### src/skvlt_pkg.sv
// Package for the sorted key/value leaf table: sizes, operation and status codes,
// request and response payloads. No dependencies.
`timescale 1ns / 1ps
package skvlt_pkg;
    localparam int CAPACITY   = 64;
    localparam int KEY_BITS   = 32;
    localparam int VALUE_BITS = 32;
    localparam int CW         = 7;    // slot and count width
    localparam int AW         = 6;    // entry address width

    typedef enum logic [1:0] {
        OP_FIND   = 2'd0,
        OP_INSERT = 2'd1,
        OP_ERASE  = 2'd2,
        OP_NONE   = 2'd3
    } op_t;

    typedef enum logic [1:0] {
        ST_OK      = 2'd0,
        ST_MISSING = 2'd1,
        ST_FULL    = 2'd2,
        ST_RSVD    = 2'd3
    } status_t;

    typedef struct packed {
        op_t         kind;
        logic [31:0] search_key;
        logic [31:0] entry_value;
    } req_t;

    typedef struct packed {
        status_t       status;
        logic [31:0]   found_value;
        logic [CW-1:0] slot;
        logic [CW-1:0] entry_count;
    } rsp_t;
endpackage

### src/skvlt_front.sv
// Front end: accepts requests and holds them in a two-entry queue.
// Uses skvlt_pkg.
`timescale 1ns / 1ps
module skvlt_front #(
    parameter int W = 66
) (
    input  logic         clk,
    input  logic         rst_n,
    input  logic         in_valid,
    output logic         in_ready,
    input  logic [W-1:0] in_data,
    output logic         q_valid,
    input  logic         q_ready,
    output logic [W-1:0] q_data
);
    import skvlt_pkg::*;

    logic [W-1:0] slot_reg [2];
    logic [1:0]   fill_reg, fill_next;
    logic         rd_reg, wr_reg;
    logic         push, pop;

    assign in_ready = (fill_reg != 2'd2);
    assign q_valid  = (fill_reg != 2'd0);
    assign q_data   = slot_reg[rd_reg];
    assign push     = in_valid && in_ready;
    assign pop      = q_valid && q_ready;

    always_comb
    begin
        fill_next = fill_reg;
        if (push && !pop)
        begin
            fill_next = fill_reg + 2'd1;
        end
        else if (pop && !push)
        begin
            fill_next = fill_reg - 2'd1;
        end
    end

    always_ff @(posedge clk or negedge rst_n)
    begin
        if (!rst_n)
        begin
            fill_reg <= 2'd0;
            rd_reg   <= 1'b0;
            wr_reg   <= 1'b0;
        end
        else
        begin
            fill_reg <= fill_next;
            if (push)
            begin
                wr_reg <= ~wr_reg;
            end
            if (pop)
            begin
                rd_reg <= ~rd_reg;
            end
        end
    end

    always_ff @(posedge clk)
    begin
        if (push)
        begin
            slot_reg[wr_reg] <= in_data;
        end
    end
endmodule

### config.mk
export PLATFORM = sky130hd
export DESIGN_NAME = skvlt_front
export DESIGN_NICKNAME = d
export VERILOG_FILES = /design/src/skvlt_pkg.sv /design/src/skvlt_front.sv
export SDC_FILE = /design/constraint.sdc
export NUM_CORES = 1
export LEC_CHECK = 0
export BUFFER_PORTS_ARGS = -buffer_cell sky130_fd_sc_hd__buf_2
export CORE_MARGIN = 2
export CORE_UTILIZATION = 30
export CTS_CLUSTER_SIZE = 10
export DETAILED_ROUTE_END_ITERATION = 10
export PLACE_DENSITY_LB_ADDON = 0.08
export RECOVER_POWER = 25
export SYNTH_ARGS = -nofsm -noshare
export SYNTH_HDL_FRONTEND = slang
export SYNTH_SLANG_ARGS = --single-unit
### constraint.sdc
create_clock -name clk -period 10.6 [get_ports clk]
set_clock_uncertainty 0.2 [all_clocks]
set_input_delay 2.12 -clock clk [delete_from_list [all_inputs] [get_ports clk]]
set_output_delay 2.12 -clock clk [all_outputs]
set_load 0.005 [all_outputs]
======== Yosys cells after proc, flatten, opt, wreduce, memory -nomap -nowiden ========
Memory sizes are Yosys's and may differ from the RTL's.
Index checks and enable logic that the tools add are counted.
word-level totals
  memory bits (writable) .................. 132
  word-level logic and storage cells ...... 21
  memories kept ........................... 1
  output and inout port bits .............. 68
  input bits .............................. 70
  register bits ........................... 4
cells by class
  $add $sub $neg .......................... 2
  bitwise operators ....................... 2
  equal/unequal tests ..................... 1
  multiplexer cells ....................... 4
  reduce and logical (&&, ||, !) cells .... 8
memories
  name      words  bits a word  rd ports  clocked after Yosys merged registers in  wr ports  line               RTL
  slot_reg  2      66           1         0                                        1         skvlt_front.sv:18  logic [W-1:0] slot_reg [2];
operators by type and width
  operator                                           count
  logical AND 1 bit                                  4
  2-to-1 mux 2 bit                                   2
  nonzero test 2 bit                                 2
  adder 2 x 1 -> 2 bit (second input constant)       1
  zero test 1 bit                                    2
  2-to-1 mux 1 bit                                   2
  inequality test 2 bit (second input constant)      1
  inverter 1 bit                                     2
  subtractor 2 x 1 -> 2 bit (second input constant)  1

======== Logic depth before layout (Yosys ltp) ========
Gate-level depths: netlist of run 1.
  word-level depth ........................ 6
  gate-level depth with buffers ........... 7
  mapped depth without buffers ............ 7

======== Worst setup path before layout of run 1 ========
No wires, ideal clock.
  path kind ............................... input -> register
  start point ............................. input in_valid
  end point ............................... memory slot_reg[0][0], enable pin
  data required time ...................... 9.910 ns
  library setup time ...................... 0.490 ns
  slack ................................... 4.942 ns
  arrival ................................. 4.968 ns
  path buffers ............................ 0
  stages .................................. 2
  path through ............................ nand2_1 > nor2_1
on the way
  word-level cells in the longest chain between the ends .. 3
RTL lines
  element                                 line               RTL
  from (decl)                             skvlt_front.sv:9   input logic in_valid,
  logical AND 1 bit                       skvlt_front.sv:26  assign push = in_valid && in_ready;
  2-to-1 mux 1 bit                        skvlt_front.sv:66  if (push)
  2-to-1 mux 1 bit (not written as such)  skvlt_front.sv:68  slot_reg[wr_reg] <= in_data;
  to (decl)                               skvlt_front.sv:18
Every way passes these cells.

======== Final worst setup path of run 1 ========
  start point ............................. register rd_reg
  end point ............................... output q_data[4]
on the way
  word-level cells in the longest chain between the ends .. 1
RTL lines
  element                   line               RTL
  from (decl)               skvlt_front.sv:20  logic rd_reg, wr_reg;
  from (signal assigned)    skvlt_front.sv:59  rd_reg <= ~rd_reg;
  memory read (2 x 66 bit)  --
  to (decl)                 skvlt_front.sv:14  output logic [W-1:0] q_data
Every way passes these cells.

==> summary.md, run 1 <==
| Metric | Value |
|---|---|
| Routed wl met2 | between 4000 and 5000 um |
| Residual DRC count | 0 |
| Die area | ~18000 um^2 |
| IO Port Bufs | ~140 |
| Max reg flops | 132 |
| Family with the most delay on the worst path | flip-flops |
| Fin Setup TNS | 0 ns |
| Worst EP arrival | 2.18 ns |
| Max Root-Sink Buffers | 2 |
| Mapped Area | about 5100 um^2 |
| Buf+Inv Stages, Crit Path | 1 |
| Final period util | 0.425 |
| Max Clk Rate | roughly 220 MHz |
| Synth area leaders | edfxtp_1 (78%), mux2_4 (8.9%), mux2_2 (8.0%) |
| Crit-path slowest cell | dfrtp_4 |
| Synthesized flop and latch total | 136 |
| Power Dens Cells | 279 nW/um^2 |
| Data required time of the critical path | 8.28 ns |
| Endpoints failing hold | 0 |
| Yosys Warn Count | 0 |
| First-pass GRT wire length | 14100 um |
| Post-Syn Nets | 294 |
| Via count | ~2500 |
| Die X | approximately 130 um |
| Htree depth | 4 |
| Initial Util | 0.307 |
| Clock sinks | 136 |
| CP cell instances | mux2_2 > buf_2 |
| Post-route worst setup slack | 6.10 ns |
| Status | finished clean |
| Post-Syn Instances | approximately 220 |
| Met1 Routed Length | 3890 um |
| Die height | ~130 um |
| Leak | 2.51 nW |
| Reg clk slew, reported paths | 0.05 ns |
| DP Worst Slack | 6.20 ns |
| Top cell type's share of synthesized area | 0.782 |
| Least-Margin Pin Slew | 1.14 ns |
| Post-synthesis sequential area ratio | 0.802 |
| Final GP Congestion | 0.654 |
| Synth area leader | edfxtp_1 |
| CTS Buf Count | 17 |
| Minimum clock period | 4.50 ns |
| Post-CTS setup buffer count | 0 |
| Cells resized by post-CTS repair | 0 |
| Mean Syn Cell Area | 22.7 um^2 |
| HP Class | reg -> reg |
| Final ANT Viol Nets | 0 |
| Crit end category | output pin |
| Row count | 47 |
| Share of cells above drive strength 1 | 0.583 |
| Vias in the first global route | about 2700 |
| NumNets Final | 444 |
| Final setup violation count | 0 |
| Clock latency on the worst-skew pair | 0.41 ns |
| Root Driver | clkbuf_16 |
| Max capacitance violation total | 0 |
| First DRT Iteration DRCs | about 130 |
| Gr ovfl total | 0 |
| DP HPWL | roughly 5600 um |
| Total Routing Usage GR | 0.108 |
| Largest net degree at the start of global routing | 68 |
| Slew HR | 0.238 |
| Met3 Routed Length | roughly 700 um |
| Via-per-instance ratio | 4.12 |
| Drt pass-1 iters | 4 |
| Startpoint Class | flip-flop |
| Mean routed wirelength per cell | 15.6 um |
| Peak fanout along the critical path | 67 |
| Core area | around 17000 um^2 |
| Hold-fix buffers, CTS | 0 |
| Pins Over Slew Limit | 0 |
| Final WL | approximately 9500 um |
| Most common cell after layout, fill and taps aside | edfxtp_1 |
| Worst VDD drop | 0.222 mV |
| Crit Path Class | reg -> out |
| Area Overhead vs Synth | 29.5% |
| Most frequent cells in the layout | edfxtp_1 (132), buf_2 (130), mux2_2 (36), mux2_4 (30), clkbuf_16 (17) |
| Delay of the slowest cell on the worst path | 1.19 ns |
| CTS tree | yes |
| Uppermost routed layer | met5 |
| RSZ-0062 raised after global routing | false |
| Ports | around 140 |
| Initial antenna violation count | 2 |
| Cell variety after synth | 16 |
==> area by class of cell <==
type | instances | area (um^2)
fill | 1539 | 9960
clock inverter | 3 | 65.1
tap | 220 | 275
inverter | 1 | 3.75
timing repair buffer | 138 | 684
antenna | 1 | 2.50
sequential | 136 | 4070
clock buffer | 29 | 510
multi-input combinational | 79 | 958
==> synthesized netlist by cell type <==
master    count
and3_1        1
buf_2         3
buf_4         1
buf_6         3
dfrtp_1       4
edfxtp_1    132
ha_1          1
inv_1         1
mux2_2       36
mux2_4       30
nand2_1       2
nand2b_1      1
nor2_1        2
or2_2         1
xnor2_1       3
xor2_1        2
==> cell families (layout without fill, tap and decap cells) <==
| group | count (synthesis) | after routing | synth area share |
|---|---|---|---|
| other | 0 | 1 | 0 |
| DFF | 136 | 136 | 0.802 |
| muxes | 66 | 66 | 0.169 |
| adders and majority gates | 1 | 1 | 0.00247 |
| xor gates and xnor gates | 5 | 5 | 0.00864 |
| buffers and inverters | 8 | 171 | 0.0118 |
| and+or+nand+nor | 7 | 7 | 0.00667 |
==> metal layers <==
metal / up-vias / global-route usage
li1: 1187 / -
met1: 1213 / 0.119
met2: 88 / 0.175
met3: 13 / 0.0472
met4: 2 / 0.0567
met5: - / 0
==> worst reg2reg max path: cells and delay by family, from the launching register on <==
family                 cells  cell delay (ns)
buffers and inverters      1             0.59
and+or+nand+nor            3             1.13
DFF                        1             0.40
==> worst paths after layout <==
path / start / endpoint / slack (ns) / cells after the start
max: rd_reg / q_data[4] / 6.10 / 2
min in group asynchronous: rst_n / wr_reg / 1.35 / 1
min: fill_reg[1] / fill_reg[1] / 0.31 / 1
min reg2reg: fill_reg[1] / fill_reg[1] / 0.31 / 1
max in group asynchronous: rst_n / rd_reg / 8.60 / 1
max reg2reg: fill_reg[0] / slot_reg[0][23] / 7.90 / 4
==> where the power goes <==
group	leakage [nW]	switching, mW	internal [mW]	total (mW)
clock network	0.280	0.197	0.371	0.569
logic	0.961	0.181	0.255	0.436
registers	1.27	0.0918	0.738	0.830
==> stage by stage <==
step	total power [mW]	util	instances	hold WS (ns)	area, um^2
3_3_place_gp	1.29	0.363	574	0.286	6000
4_1_cts	1.87	0.398	606	0.312	6570
6_report	1.83	0.397	607	0.309	6570
5_1_grt	1.93	0.397	606	0.334	6570
2_1_floorplan	1.10	-	223	0.256	5070
3_5_place_dp	1.29	0.363	574	0.296	6000
No activity file was read; power rests on OpenSTA's default activity.
==> inputs of run 2 (changes only) <==
==> constraint.sdc (replaced) <==
create_clock -name clk -period 3.8 [get_ports clk]
set_clock_uncertainty 0.2 [all_clocks]
set_input_delay 0.76 -clock clk [delete_from_list [all_inputs] [get_ports clk]]
set_output_delay 0.76 -clock clk [all_outputs]
set_load 0.005 [all_outputs]
==> run 2 against run 1 <==
Net effect:
- clock-buffer cell count fell by 8
- sequential share of layout area decreased by 0.72 points
- worst hold slack got worse by 0.022 ns
- cell count grew 0.66%
- cell area increased by 1.2%
- core utilization grew 0.47 points
- flip-flop and latch count did not move
- critical endpoint is now q_data[52]
==> summary.md, run 2 (synthesized netlist as in run 1, its figures left out) <==
| Metric | Value |
|---|---|
| Status | finished clean |
| Fin Setup TNS | 0 ns |
| First DRT Iteration DRCs | 108 |
| Vias in the first global route | 2627 |
| Initial antenna violation count | 0 |
| Worst EP arrival | 2.02 ns |
| R2R setup slack | about 1.7 ns |
| Least-Margin Pin Slew | 0.550 ns |
| Switching power | 1.33 mW |
| Power Dens Cells | between 700 and 800 nW/um^2 |
| Final GP Congestion | between 0.6 and 0.7 |
| Clock sinks | 136 |
| IO Port Bufs | roughly 140 |
| Design Power | between 5 and 6 mW |
| Residual DRC count | 0 |
| Crit Path Class | reg -> out |
| NumNets Final | 449 |
| DP HPWL | 6110 um |
| Final setup violation count | 0 |
| Row count | 47 |
| Minimum clock period | 2.98 ns |
| Cells resized by post-CTS repair | 0 |
| Startpoint Class | flip-flop |
| P_int | 3.88 mW |
| Core area | approximately 17000 um^2 |
| Die area | 18000 um^2 |
| Max capacitance violation total | 0 |
| Clock latency on the worst-skew pair | 0.40 ns |
| Final period util | 0.785 |
| Drt pass-1 iters | 4 |
| GRT busiest layer | met2 |
| Area Overhead vs Synth | 31.1% |
| Via count | between 2000 and 3000 |
| Slew HR | 0.633 |
| CP cell instances | buf_12 > mux2_2 > buf_2 |
| CTS Buf Count | 17 |
| Crit end category | output pin |
| Crit-path slowest cell | dfrtp_4 |
| Comb pwr share | 0.257 |
| Leak | 2.54 nW |
| Grt met3 use | 0.0484 |
| CTS tree | yes |
| DP Worst Slack | 1.20 ns |
| Worst VDD drop | around 0.28 mV |
| Delay of the slowest cell on the worst path | 0.77 ns |
| Most common cell after layout, fill and taps aside | edfxtp_1 |
| Max reg flops | about 130 |
| Die height | roughly 130 um |
| Most frequent cells in the layout | edfxtp_1 (132), buf_2 (126), mux2_2 (36), mux2_4 (30), clkbuf_16 (17) |
| Via-per-instance ratio | 4.12 |
| Post-route worst setup slack | 0.817 ns |
| Flop pwr share | 0.425 |
| Total Routing Usage GR | 0.107 |
| Pins Over Slew Limit | 0 |
| HP Class | reg -> reg |
| Share of cells above drive strength 1 | 0.579 |
| Gr ovfl total | 0 |
| Final WL | approximately 9400 um |
| Clock power frac | 0.318 |
| GRT met2 Usage | 0.169 |
| Final ANT Viol Nets | 0 |
| Max Root-Sink Buffers | 2 |
| RSZ-0062 raised after global routing | false |
| Max Clk Rate | around 340 MHz |
| Data required time of the critical path | 2.84 ns |
| Die X | 134 um |
| Initial Util | 0.307 |
| Filler Cell Count | 1544 |
| First-pass GRT wire length | roughly 14000 um |
| Root Driver | clkbuf_16 |
| M1 GR Usage | 0.124 |
| Endpoints failing hold | 0 |
| Final hold slack | 0.287 ns |
| Mean routed wirelength per cell | 15.4 um |
| Switching share of power | 0.255 |
| Ports | 138 |
| Largest net degree at the start of global routing | 37 |
| Peak fanout along the critical path | 35 |
| Buf+Inv Stages, Crit Path | 2 |
| Reg clk slew, reported paths | 0.05 ns |
| Htree depth | 4 |
| Family with the most delay on the worst path | flip-flops |
-- run 2: power groups by stage --
stage	clock network, mW	logic, mW	registers (mW)
after floorplan	0	0.907	2.16
after global placement	0	1.39	2.24
after detailed placement	0	1.38	2.25
after CTS	1.70	1.39	2.22
after global routing	1.76	1.47	2.25
final	1.65	1.34	2.22
-- run 2: routing by layer --
layer	share of wire	wire length [um]
met1	0.43	4010
met2	0.47	4470
met3	0.082	769
met4	0.020	188
met5	0	0
-- run 2: final timing paths --
kind                       depth (start not counted)         endpoint         from
setup / recovery                                   3       q_data[52]       rd_reg
hold / removal                                     1      fill_reg[1]  fill_reg[1]
setup reg to reg                                   3  slot_reg[1][32]  fill_reg[0]
hold reg to reg                                    1      fill_reg[1]  fill_reg[1]
max in group asynchronous                          2           rd_reg        rst_n
min in group asynchronous                          2      fill_reg[1]        rst_n
-- run 2: cell type report --
class                      count  area (um^2)  area share
antenna                        1         2.50    0.000377
clock buffer                  21          440      0.0663
clock inverter                10          153      0.0230
inverter                       1         3.75    0.000565
multi-input combinational     79          958       0.144
sequential                   136         4070       0.612
tap                          220          275      0.0414
timing repair buffer         143          744       0.112
-- run 2: worst reg2reg max path, cell delays in order (launching register included) --
cell and delay (ns):
dfrtp_1 0.41, nand2b_1 0.18, and3_4 0.57, buf_4 0.38
-- run 2: repair_timing --
action                    in CTS  in global routing
buffers inserted               0                  0
hold buffers                   1                  0
hold endpoints to repair       4                  0
-- run 2: stage by stage --
| stage | cell area, um^2 | instances | util |
|---|---|---|---|
| floorplan | 5070 | 223 | - |
| global placement | 6050 | 578 | 0.366 |
| detailed placement | 6050 | 578 | 0.366 |
| CTS | 6660 | 610 | 0.403 |
| global route | 6640 | 610 | 0.402 |
| finish | 6650 | 611 | 0.402 |
==> inputs of run 3 (changes only) <==
==> constraint.sdc (replaced) <==
create_clock -name clk -period 2.5 [get_ports clk]
set_clock_uncertainty 0.2 [all_clocks]
set_input_delay 0.5 -clock clk [delete_from_list [all_inputs] [get_ports clk]]
set_output_delay 0.5 -clock clk [all_outputs]
set_load 0.005 [all_outputs]
==> run 3 against run 2 <==
Net effect:
- non-clock buffer count increased by 3
- cell area increased by 0.60%
- combinational power increased by 65%
- first-iteration DRC count decreased by 5.6%
- flip-flop and latch count unchanged
==> summary.md, run 3 (synthesized netlist as in run 1, its figures left out) <==
| Metric | Value |
|---|---|
| Family with the most delay on the worst path | flip-flops |
| CTS tree | yes |
| Startpoint Class | flip-flop |
| Antenna Cells | 0 |
| Post-route cell area | 6690 um^2 |
| Max capacitance violation total | 0 |
| Final WL | between 9000 and 10000 um |
| Die height | 134 um |
| HP Class | in -> reg |
| Residual DRC count | 0 |
| P_int | 5.87 mW |
| First-pass GRT wire length | 14600 um |
| Cells resized by post-CTS repair | 0 |
| Flop pwr share | 0.418 |
| Design Power | 7.90 mW |
| Crit Path Class | reg -> out |
| Area Overhead vs Synth | 31.9% |
| Data required time of the critical path | 1.80 ns |
| Clock latency on the worst-skew pair | 0.41 ns |
| Clock power frac | 0.303 |
| Endpoints failing hold | 0 |
| Max reg flops | roughly 130 |
| Vias in the first global route | between 2000 and 3000 |
| Fin Setup TNS | 0 ns |
| Initial antenna violation count | 1 |
| Delay of the slowest cell on the worst path | 0.57 ns |
| Most frequent cells in the layout | edfxtp_1 (132), buf_2 (130), mux2_2 (36), mux2_4 (30), clkbuf_16 (17) |
| CTS Buf Count | 17 |
| Leak | ~2.6 nW |
| Buf+Inv Stages, Crit Path | 2 |
| Drt pass-1 iters | 4 |
| Slew HR | 0.688 |
| Switching share of power | 0.257 |
| Gr ovfl total | 0 |
| NumNets Final | between 400 and 500 |
| Largest net degree at the start of global routing | 36 |
| Minimum clock period | 2.40 ns |
| RSZ-0062 raised after global routing | false |
| Path depth of the worst reg2reg path | 3 |
| Least-Margin Pin Slew | 0.469 ns |
| Via-per-instance ratio | 4.15 |
| Peak fanout along the critical path | 21 |
| Max Clk Rate | 417 MHz |
| Power Dens Cells | 1180 nW/um^2 |
| Die X | between 100 and 150 um |
| Die area | 18000 um^2 |
| Setup crit start | rd_reg |
| Via count | between 2000 and 3000 |
| Final period util | 0.960 |
| Root Driver | clkbuf_16 |
| Critical hold path startpoint | in_data[36] |
| Comb pwr share | 0.279 |
| Status | finished clean |
| Total Routing Usage GR | 0.110 |
| Final ANT Viol Nets | 0 |
| Reg2Reg Launch Point | fill_reg[0] |
| Initial Util | 0.307 |
| Clock sinks | between 100 and 150 |
| Reg clk slew, reported paths | 0.06 ns |
| Crit-path slowest cell | dfrtp_4 |
| Placed inst area | 6110 um^2 |
| Worst VDD drop | 0.573 mV |
| Switching power | 2.03 mW |
| Hold endpoint | slot_reg[1][36] |
| DP HPWL | between 5000 and 6000 um |
| Max Root-Sink Buffers | 2 |
| Final hold slack | 0.0747 ns |
| Final setup violation count | 0 |
| Row count | 47 |
| CP cell instances | buf_12 > mux2_2 > buf_2 |
| Hold Path Depth | 1 |
| Most common cell after layout, fill and taps aside | edfxtp_1 |
| Ports | 138 |
| IO Port Bufs | 137 |
| Htree depth | 4 |
| Core area | roughly 17000 um^2 |
| Mean routed wirelength per cell | 15.3 um |
| RR Endpoint | slot_reg[1][41] |
| First DRT Iteration DRCs | slightly above 100 |
| Pins Over Slew Limit | 0 |
| Crit end category | output pin |
| R2R setup slack | 0.64 ns |
| Share of cells above drive strength 1 | 0.595 |
| Worst EP arrival | 1.70 ns |
| Final GP Congestion | roughly 0.68 |
## run 3: changes by cell type in the layout (fill, tap and decap cells not counted), moves of 3 or more
cell,previous run,this run
buf_12,2,5
clkinv_2,2,5
clkbuf_1,14,9
buf_2,126,130
## run 3: per-stage QoR
step,setup WS (ns),cells,utilization
6_report,0.101,613,0.405
5_1_grt,0.0121,613,0.405
2_1_floorplan,0.228,223,-
3_5_place_dp,0.377,580,0.370
3_3_place_gp,0.364,580,0.370
4_1_cts,0.0504,613,0.405
## run 3: layout make-up
class / instances / area, um^2
fill: 1546 / 9840
sequential: 136 / 4070
multi-input combinational: 79 / 958
timing repair buffer: 146 / 813
clock buffer: 19 / 433
tap: 220 / 275
clock inverter: 12 / 134
inverter: 1 / 3.75
## run 3: how the worst max path moves through the flow
stage	to	cells after the start
3_5_place_dp	q_data[57]	3
4_1_cts	q_data[10]	3
5_1_grt	q_data[65]	3
3_3_place_gp	q_data[10]	3
6_report	q_data[10]	3
2_1_floorplan	slot_reg[0][0]	3
## run 3: power by group through the flow
stage          Clock [mW]  Sequential, mW  Combinational, mW
6_report             2.39            3.30               2.21
5_1_grt              2.56            3.36               2.41
4_1_cts              2.47            3.31               2.28
3_5_place_dp            0            3.39               2.21
3_3_place_gp            0            3.38               2.21
2_1_floorplan           0            3.27               1.38
## run 3: layer usage
metal	vias to the layer above	GRT usage	part of all wire
met5	-	0	0.0012
met4	2	0.0550	0.020
met3	16	0.0510	0.085
met2	100	0.176	0.47
met1	1234	0.125	0.42
li1	1195	-	-
## run 3: repair_timing
action | in CTS | in global routing
hold buffers | 1 | 0
buffers inserted | 1 | 0
hold endpoints to repair | 4 | 0
endpoints found under the setup margin | 45 | 0
